`src/sv/cpualu_pkg.sv`:
```
// Shared types and constants for the eight-bit CPU ALU.
`default_nettype none
package cpualu_pkg;

	localparam int OP_W        = 4;
	localparam int ACC_W       = 8;
	localparam int WORD_W      = 16;
	localparam int IN_TDATA_W  = 40;
	localparam int OUT_TDATA_W = 32;

	typedef enum logic [OP_W-1:0] {
		OP_ADD   = 4'd0,
		OP_ADC   = 4'd1,
		OP_SUB   = 4'd2,
		OP_SBC   = 4'd3,
		OP_AND   = 4'd4,
		OP_OR    = 4'd5,
		OP_XOR   = 4'd6,
		OP_CP    = 4'd7,
		OP_ADD16 = 4'd8,
		OP_ADDSP = 4'd9,
		OP_INC16 = 4'd10,
		OP_DEC16 = 4'd11
	} op_t;

	typedef struct packed {
		logic z;
		logic n;
		logic h;
		logic c;
	} flags_t;

endpackage
`default_nettype wire

```
`src/sv/cpualu_core.sv`:
```
// Combinational ALU: one operation on the accumulator, flags and a 16-bit word.
`default_nettype none
module cpualu_core
	import cpualu_pkg::*;
(
	input  logic [OP_W-1:0]   operation,
	input  logic [WORD_W-1:0] operand,
	input  logic              carry_in,
	input  logic [WORD_W-1:0] word_in,
	input  logic [ACC_W-1:0]  acc_in,
	input  flags_t            flags_in,
	output logic [ACC_W-1:0]  acc_out,
	output flags_t            flags_out,
	output logic [WORD_W-1:0] word_out
);

	op_t              op;
	logic [ACC_W-1:0] lo;
	logic             cin;
	logic [ACC_W:0]   sum9;
	logic [4:0]       sum5;
	logic [ACC_W:0]   diff9;
	logic [4:0]       diff5;
	logic [WORD_W:0]  sum17;
	logic [12:0]      sum13;
	logic [ACC_W:0]   sp9;
	logic [4:0]       sp5;
	logic [ACC_W-1:0] logic_res;

	assign op  = op_t'(operation);
	assign lo  = operand[ACC_W-1:0];
	// Only adc and sbc take the incoming carry; it is folded into the full-width sums.
	assign cin = ((op == OP_ADC) || (op == OP_SBC)) ? carry_in : 1'b0;

	assign sum9  = {1'b0, acc_in} + {1'b0, lo} + {{ACC_W{1'b0}}, cin};
	assign sum5  = {1'b0, acc_in[3:0]} + {1'b0, lo[3:0]} + {4'd0, cin};
	assign diff9 = {1'b0, acc_in} - {1'b0, lo} - {{ACC_W{1'b0}}, cin};
	assign diff5 = {1'b0, acc_in[3:0]} - {1'b0, lo[3:0]} - {4'd0, cin};
	assign sum17 = {1'b0, word_in} + {1'b0, operand};
	assign sum13 = {1'b0, word_in[11:0]} + {1'b0, operand[11:0]};
	assign sp9   = {1'b0, word_in[7:0]} + {1'b0, lo};
	assign sp5   = {1'b0, word_in[3:0]} + {1'b0, lo[3:0]};

	always_comb begin
		acc_out   = acc_in;
		flags_out = flags_in;
		word_out  = word_in;
		logic_res = acc_in & lo;
		unique case (op)
			OP_ADD, OP_ADC: begin
				acc_out   = sum9[ACC_W-1:0];
				flags_out = '{z: (sum9[ACC_W-1:0] == '0), n: 1'b0, h: sum5[4], c: sum9[ACC_W]};
			end
			OP_SUB, OP_SBC, OP_CP: begin
				if (op != OP_CP) begin
					acc_out = diff9[ACC_W-1:0];
				end
				flags_out = '{z: (diff9[ACC_W-1:0] == '0), n: 1'b1, h: diff5[4],
					c: diff9[ACC_W]};
			end
			OP_AND, OP_OR, OP_XOR: begin
				case (op)
					OP_OR:   logic_res = acc_in | lo;
					OP_XOR:  logic_res = acc_in ^ lo;
					default: logic_res = acc_in & lo;
				endcase
				acc_out   = logic_res;
				flags_out = '{z: (logic_res == '0), n: 1'b0, h: (op == OP_AND), c: 1'b0};
			end
			OP_ADD16: begin
				word_out  = sum17[WORD_W-1:0];
				flags_out = '{z: flags_in.z, n: 1'b0, h: sum13[12], c: sum17[WORD_W]};
			end
			OP_ADDSP: begin
				// The word add sign-extends the offset; the flags use the unsigned low byte.
				word_out  = word_in + {{(WORD_W-ACC_W){lo[ACC_W-1]}}, lo};
				flags_out = '{z: 1'b0, n: 1'b0, h: sp5[4], c: sp9[ACC_W]};
			end
			OP_INC16: word_out = word_in + 16'd1;
			OP_DEC16: word_out = word_in - 16'd1;
			default: begin
				acc_out = acc_in;
			end
		endcase
	end

endmodule
`default_nettype wire

```
`src/sv/eight_bit_cpu_alu_flags_top.sv`:
```
// Top level of the eight-bit CPU ALU with accumulator and flag state.
`default_nettype none
// Takes one operation request per clock while the result side does not stall, and returns one
// result per request, in order. A request passes an input register, then the ALU logic, which
// reads and updates the accumulator and flags in the same cycle, and lands in a result register.
// The result register is the only buffer on the output side, so a stalled consumer holds the
// input register and then the input side after one more request.
module eight_bit_cpu_alu_flags_top
	import cpualu_pkg::*;
(
	input  logic                   clk,
	input  logic                   arst_n,
	input  logic                   s_axis_tvalid,
	output logic                   s_axis_tready,
	// operand [15:0], carry_in [16], word_in [32:17], zero fill [39:33]
	input  logic [IN_TDATA_W-1:0]  s_axis_tdata,
	// operation [3:0]
	input  logic [OP_W-1:0]        s_axis_tuser,
	output logic                   m_axis_tvalid,
	input  logic                   m_axis_tready,
	// acc_out [7:0], zero_flag [8], subtract_flag [9], half_carry_flag [10],
	// carry_flag [11], word_out [27:12], zero fill [31:28]
	output logic [OUT_TDATA_W-1:0] m_axis_tdata
);

	logic              valid_s1;
	logic [OP_W-1:0]   op_s1;
	logic [WORD_W-1:0] operand_s1;
	logic              cin_s1;
	logic [WORD_W-1:0] word_s1;

	logic              valid_s2;
	logic [ACC_W-1:0]  acc_s2;
	flags_t            flags_s2;
	logic [WORD_W-1:0] word_s2;

	logic [ACC_W-1:0]  acc_q;
	flags_t            flags_q;

	logic [ACC_W-1:0]  acc_nx;
	flags_t            flags_nx;
	logic [WORD_W-1:0] word_nx;
	logic              out_free;
	logic              commit;

	assign out_free      = !valid_s2 || m_axis_tready;
	assign commit        = valid_s1 && out_free;
	assign s_axis_tready = !valid_s1 || commit;

	cpualu_core u_core (
		.operation (op_s1),
		.operand   (operand_s1),
		.carry_in  (cin_s1),
		.word_in   (word_s1),
		.acc_in    (acc_q),
		.flags_in  (flags_q),
		.acc_out   (acc_nx),
		.flags_out (flags_nx),
		.word_out  (word_nx)
	);

	always_ff @(posedge clk or negedge arst_n) begin
		if (!arst_n) begin
			valid_s1 <= 1'b0;
			valid_s2 <= 1'b0;
			acc_q    <= '0;
			flags_q  <= '0;
		end else begin
			if (s_axis_tready) begin
				valid_s1 <= s_axis_tvalid;
			end
			if (out_free) begin
				valid_s2 <= valid_s1;
			end
			// Architectural state moves only when a request hands its result over.
			if (commit) begin
				acc_q   <= acc_nx;
				flags_q <= flags_nx;
			end
		end
	end

	always_ff @(posedge clk) begin
		if (s_axis_tready && s_axis_tvalid) begin
			op_s1      <= s_axis_tuser;
			operand_s1 <= s_axis_tdata[15:0];
			cin_s1     <= s_axis_tdata[16];
			word_s1    <= s_axis_tdata[32:17];
		end
		if (commit) begin
			acc_s2   <= acc_nx;
			flags_s2 <= flags_nx;
			word_s2  <= word_nx;
		end
	end

	assign m_axis_tvalid = valid_s2;
	assign m_axis_tdata  = {4'd0, word_s2, flags_s2.c, flags_s2.h, flags_s2.n, flags_s2.z,
		acc_s2};

`ifndef SYNTHESIS
	a_state_hold: assert property (@(posedge clk) disable iff (!arst_n)
		!commit |=> ($stable(acc_q) && $stable(flags_q)))
		else $error("accumulator or flags changed without a committed request");

	a_commit_shows: assert property (@(posedge clk) disable iff (!arst_n)
		commit |=> m_axis_tvalid)
		else $error("committed request did not produce a result");

	a_result_acc: assert property (@(posedge clk) disable iff (!arst_n)
		commit |=> (acc_s2 == acc_q) && (flags_s2 == flags_q))
		else $error("result disagrees with updated state");

	a_stall_back: assert property (@(posedge clk) disable iff (!arst_n)
		(m_axis_tvalid && !m_axis_tready && valid_s1) |-> !s_axis_tready)
		else $error("input accepted while both stages are stalled");
`endif

endmodule
`default_nettype wire

```
`config.mk`:
```
export PLATFORM = sky130hd
export DESIGN_NAME = eight_bit_cpu_alu_flags_top
export DESIGN_NICKNAME = d
export VERILOG_FILES = /design/src/sv/cpualu_pkg.sv /design/src/sv/cpualu_core.sv /design/src/sv/eight_bit_cpu_alu_flags_top.sv
export SDC_FILE = /design/constraint.sdc
export NUM_CORES = 1
export LEC_CHECK = 0
export ABC_AREA = 1
export BUFFER_PORTS_ARGS = -buffer_cell sky130_fd_sc_hd__buf_2
export CELL_PAD_IN_SITES_DETAIL_PLACEMENT = 1
export CELL_PAD_IN_SITES_GLOBAL_PLACEMENT = 2
export CORE_MARGIN = 1.5
export CORE_UTILIZATION = 35
export CTS_BUF_LIST = sky130_fd_sc_hd__clkbuf_2
export CTS_CLUSTER_SIZE = 12
export DETAILED_ROUTE_END_ITERATION = 8
export GPL_ROUTABILITY_DRIVEN = 1
export GPL_TIMING_DRIVEN = 0
export HOLD_SLACK_MARGIN = 0.06
export PLACE_DENSITY_LB_ADDON = 0.1
export SYNTH_ARGS = -nofsm -noshare
export SYNTH_HDL_FRONTEND = slang
export SYNTH_SLANG_ARGS = --single-unit
```
`constraint.sdc`:
```
create_clock -name clk -period 3.4 [get_ports clk]
set_clock_uncertainty 0.05 [all_clocks]
set_input_delay 0.17 -clock clk [delete_from_list [all_inputs] [get_ports clk]]
set_output_delay 0.17 -clock clk [all_outputs]
set_load 0.03 [all_outputs]
```
==> flow_summary.ini <==
[clocking]
root_buffer = clkbuf_2
clk_latency_ns = 0.60
clockBufferDepth = 2
htree_levels = 3
cts_tree = done
cts_num_sinks = 79
cts_made_buffers = 9
clk_pin_slew_worst_paths_ns = 0.25

[power]
swShare_pct = 47.5
ir_worst_vdd_v = 0.000273
combPwrFrac_pct = 54.3
seqPwrFrac_pct = 32.8
p_sw_mw = 1.96
power.leakage_nw = 3.81
pwr-share-clk_pct = 12.9
power_density_nw_per_um2 = 534
p_int_mw = 2.17
p_total_mw = 4.14

[die]
initial_core_util_pct = 35.5
die_height_um = 138
die_area_um2 = 19000
num_rows = 49
ios = 82
core_area_um2 = 17900
die_x_um = 138

[detailed_routing]
vias_per_cell = 5.07
via_count = 6214
wire_per_inst_um = 17.8
drt-initial-drc-count = 243
ant_nets = 0
drt-total-wl_um = 21800
drtPass1Iterations = 4
route.detailed.drc = 0

[yosys]
yosysTopAreaCell = edfxtp_1
synth-seq-cells = 79
ys.flop_type = edfxtp_1
synth_top_area_share_pct = 30.7
synthCells = 849
synth_edf_count = 65
ys_warn_count = 0
syn_area_um2 = 6350
seq_area_frac_synth_pct = 36.2
yosys-top-cells-area = edfxtp_1 31%, nand2_1 15%, ha_1 12%, nand3_1 7.0%, inv_1 6.9%
synth.most_common_cell = nand2_1
avgSynthCellArea_um2 = 7.48
yosys-top-cells-count = 257 x nand2_1, 116 x inv_1, 89 x nand3_1
ys_types = 38
synthArstFlopShare_pct = 17.7

[setup_path]
arrival_ns = 3.53
path_common_cell = nand2_1
r2r_cells = 15
end_kind = register
worstSetupPathType = register to register
cp-start-kind = register
critPathMaxFanout = 6
reg2reg_to = word_s2[10]
slowest_delay_ns = 0.53
r2r_slack_ns = 0.15
crit_required_ns = 3.68
slowest_stage = edfxtp_1
worstPathCellList = buf_4 > nor3_4 > nand2_2 > nor2_4 > nand3_1 > ha_1 > nand2_1 > nand2_1 > ha_2 > a21oi_4 > o21ai_0 > o21bai_1 > or2_2 > nand2_1 > nand3_1
rr_startpoint = operand_s1[1]

[place]
dp.cells = 1152
dpl.hpwl_um = 17200
portBuffers = 70
placed_area_um2 = 7030
place.gp.congestion = 0.851

[sta]
tightest_slew_ns = 0.895
fmax_ghz = 0.308
setup_viol = 0
hold_viol = 0
period_share_pct = 95.5
slew_headroom_pct = 40.1
slew_viol_final = 0
finalCriticalPeriod_ns = 3.25

[global_route]
antenna_found_initial = 1
grt_pass1_vias = 6577
track_usage_pct = 23.7
grt_max_degree = 38
grt_overflow_total = 0
grt_pass1_wl_um = 33800

[cells_and_area]
final_area_um2 = 7740
layout-drive-gt1-share_pct = 15.0
fill_cells = 2274
syn2layout_area_growth_pct = 21.9
nets = 1107
stdcell_count = 1225

[outcome]
status = complete, no violations

[hold_path]
hold_end = op_s1[1]
hp-class = input pin to register
hold_start = s_axis_tuser[1]
hold_path_depth = 2

[run]
cap_violations = 0
==> power groups by stage <==
stage	sequential, mW	combinational (mW)	clock [mW]
floorplan	1.48	1.40	0
CTS	1.36	2.23	0.555
global route	1.38	2.53	0.579
finish	1.36	2.25	0.532
detailed placement	1.38	2.16	0
global placement	1.37	2.05	0
==> registers in the layout, indices dropped and copies added (netlist names) <==
name,cells
m_axis_tvalid,1
flags_q,4
operand_s1,16
m_axis_tdata,4
op_s1,4
acc_s2,8
acc_q,8
word_s1,16
word_s2,16
cin_s1,1
valid_s1,1
==> kinds of logic after synthesis <==
group,Yosys count,synth area share (%)
flops,79,36.2
buf+inv,133,8.23
xor+xnor,7,0.965
other cells,1,0.0590
compound gates,114,10.1
simple gates,446,30.1
fa+ha+maj,69,14.3
==> per-stage QoR <==
stage / worst slack, ns / hold slack, ns / TNS (ns) / util, %
finish: 0.154 / 0.217 / 0 / 43.2
global route: -0.0261 / 0.160 / -0.0329 / 43.2
CTS: 0.000224 / 0.156 / 0 / 42.7
detailed placement: -0.248 / 0.0777 / -1.43 / 39.3
global placement: -0.244 / 0.0815 / -1.04 / 39.1
floorplan: 0.505 / -0.176 / 0 / -
==> area by class of cell <==
cell class | instances | area (um^2) | area share [%]
well taps | 229 | 287 | 3.70
repair buffers | 127 | 906 | 11.7
clock buffers | 9 | 45.0 | 0.582
diodes | 1 | 2.50 | 0.0323
plain buffers | 13 | 80.1 | 1.03
multi-input cells | 640 | 3600 | 46.5
inverters | 120 | 454 | 5.87
flip-flops and latches | 79 | 2300 | 29.7
clock inverters | 7 | 63.8 | 0.824
==> worst max-delay path, delay by kind of cell (launching register included) <==
family | cells | cell delay (ns)
flip-flops | 1 | 0.53
AO/OA/AOI/OAI | 3 | 0.52
AND/OR/NAND/NOR | 9 | 1.08
buffers and inverters | 1 | 0.19
adder cells (fa/ha/maj) | 2 | 0.62
==> what timing repair did <==
action                                  CTS  global route
hold buffers                             43             0
endpoints found under the setup margin   11            18
gates resized for setup                   9            23
pin swaps                                 1             2
setup buffers                             7             6
hold endpoints to repair                 57             0
==> cell usage in the layout, fill, tap and decap left out, types with 4 or more instances in the layout <==
cell type	instances
nand2_1	255
inv_1	111
nand3_1	89
buf_2	72
edfxtp_1	65
ha_1	62
nor2_1	53
a21oi_1	45
dlygate4sd3_1	43
o21ai_0	29
buf_4	18
dfrtp_1	14
nand4_1	13
or2_2	12
clkbuf_2	11
o21ai_1	8
inv_2	7
o21bai_1	5
o2111ai_1	5
fa_1	5
nor2_4	4
xor2_1	4
clkinv_2	4
nor2_2	4
nand3b_1	4
a21o_1	4
o211ai_1	4
conb_1	4
==> worst max path at each step <==
stage / from / end / slack [ns] / cells past startpoint
after detailed placement: operand_s1[1] / word_s2[7] / -0.25 / 13
after CTS: op_s1[3] / acc_s2[5] / 0.0002 / 16
after global routing: operand_s1[0] / word_s2[15] / -0.03 / 18
final: operand_s1[1] / word_s2[10] / 0.15 / 15
after floorplan: op_s1[2] / word_s2[8] / 0.51 / 18
after global placement: operand_s1[1] / word_s2[7] / -0.24 / 13
==> routing by layer <==
metal  GRT usage (%)  share of wire (%)  vias to the layer above
li1                -                  -                     3089
met1            27.8                 43                     3017
met2            44.7                 53                       80
met3            3.31                2.0                       28
met4            7.00                1.9                        0
met5               0                  0                        -
Note: power is estimated with default switching activity, not from simulation.
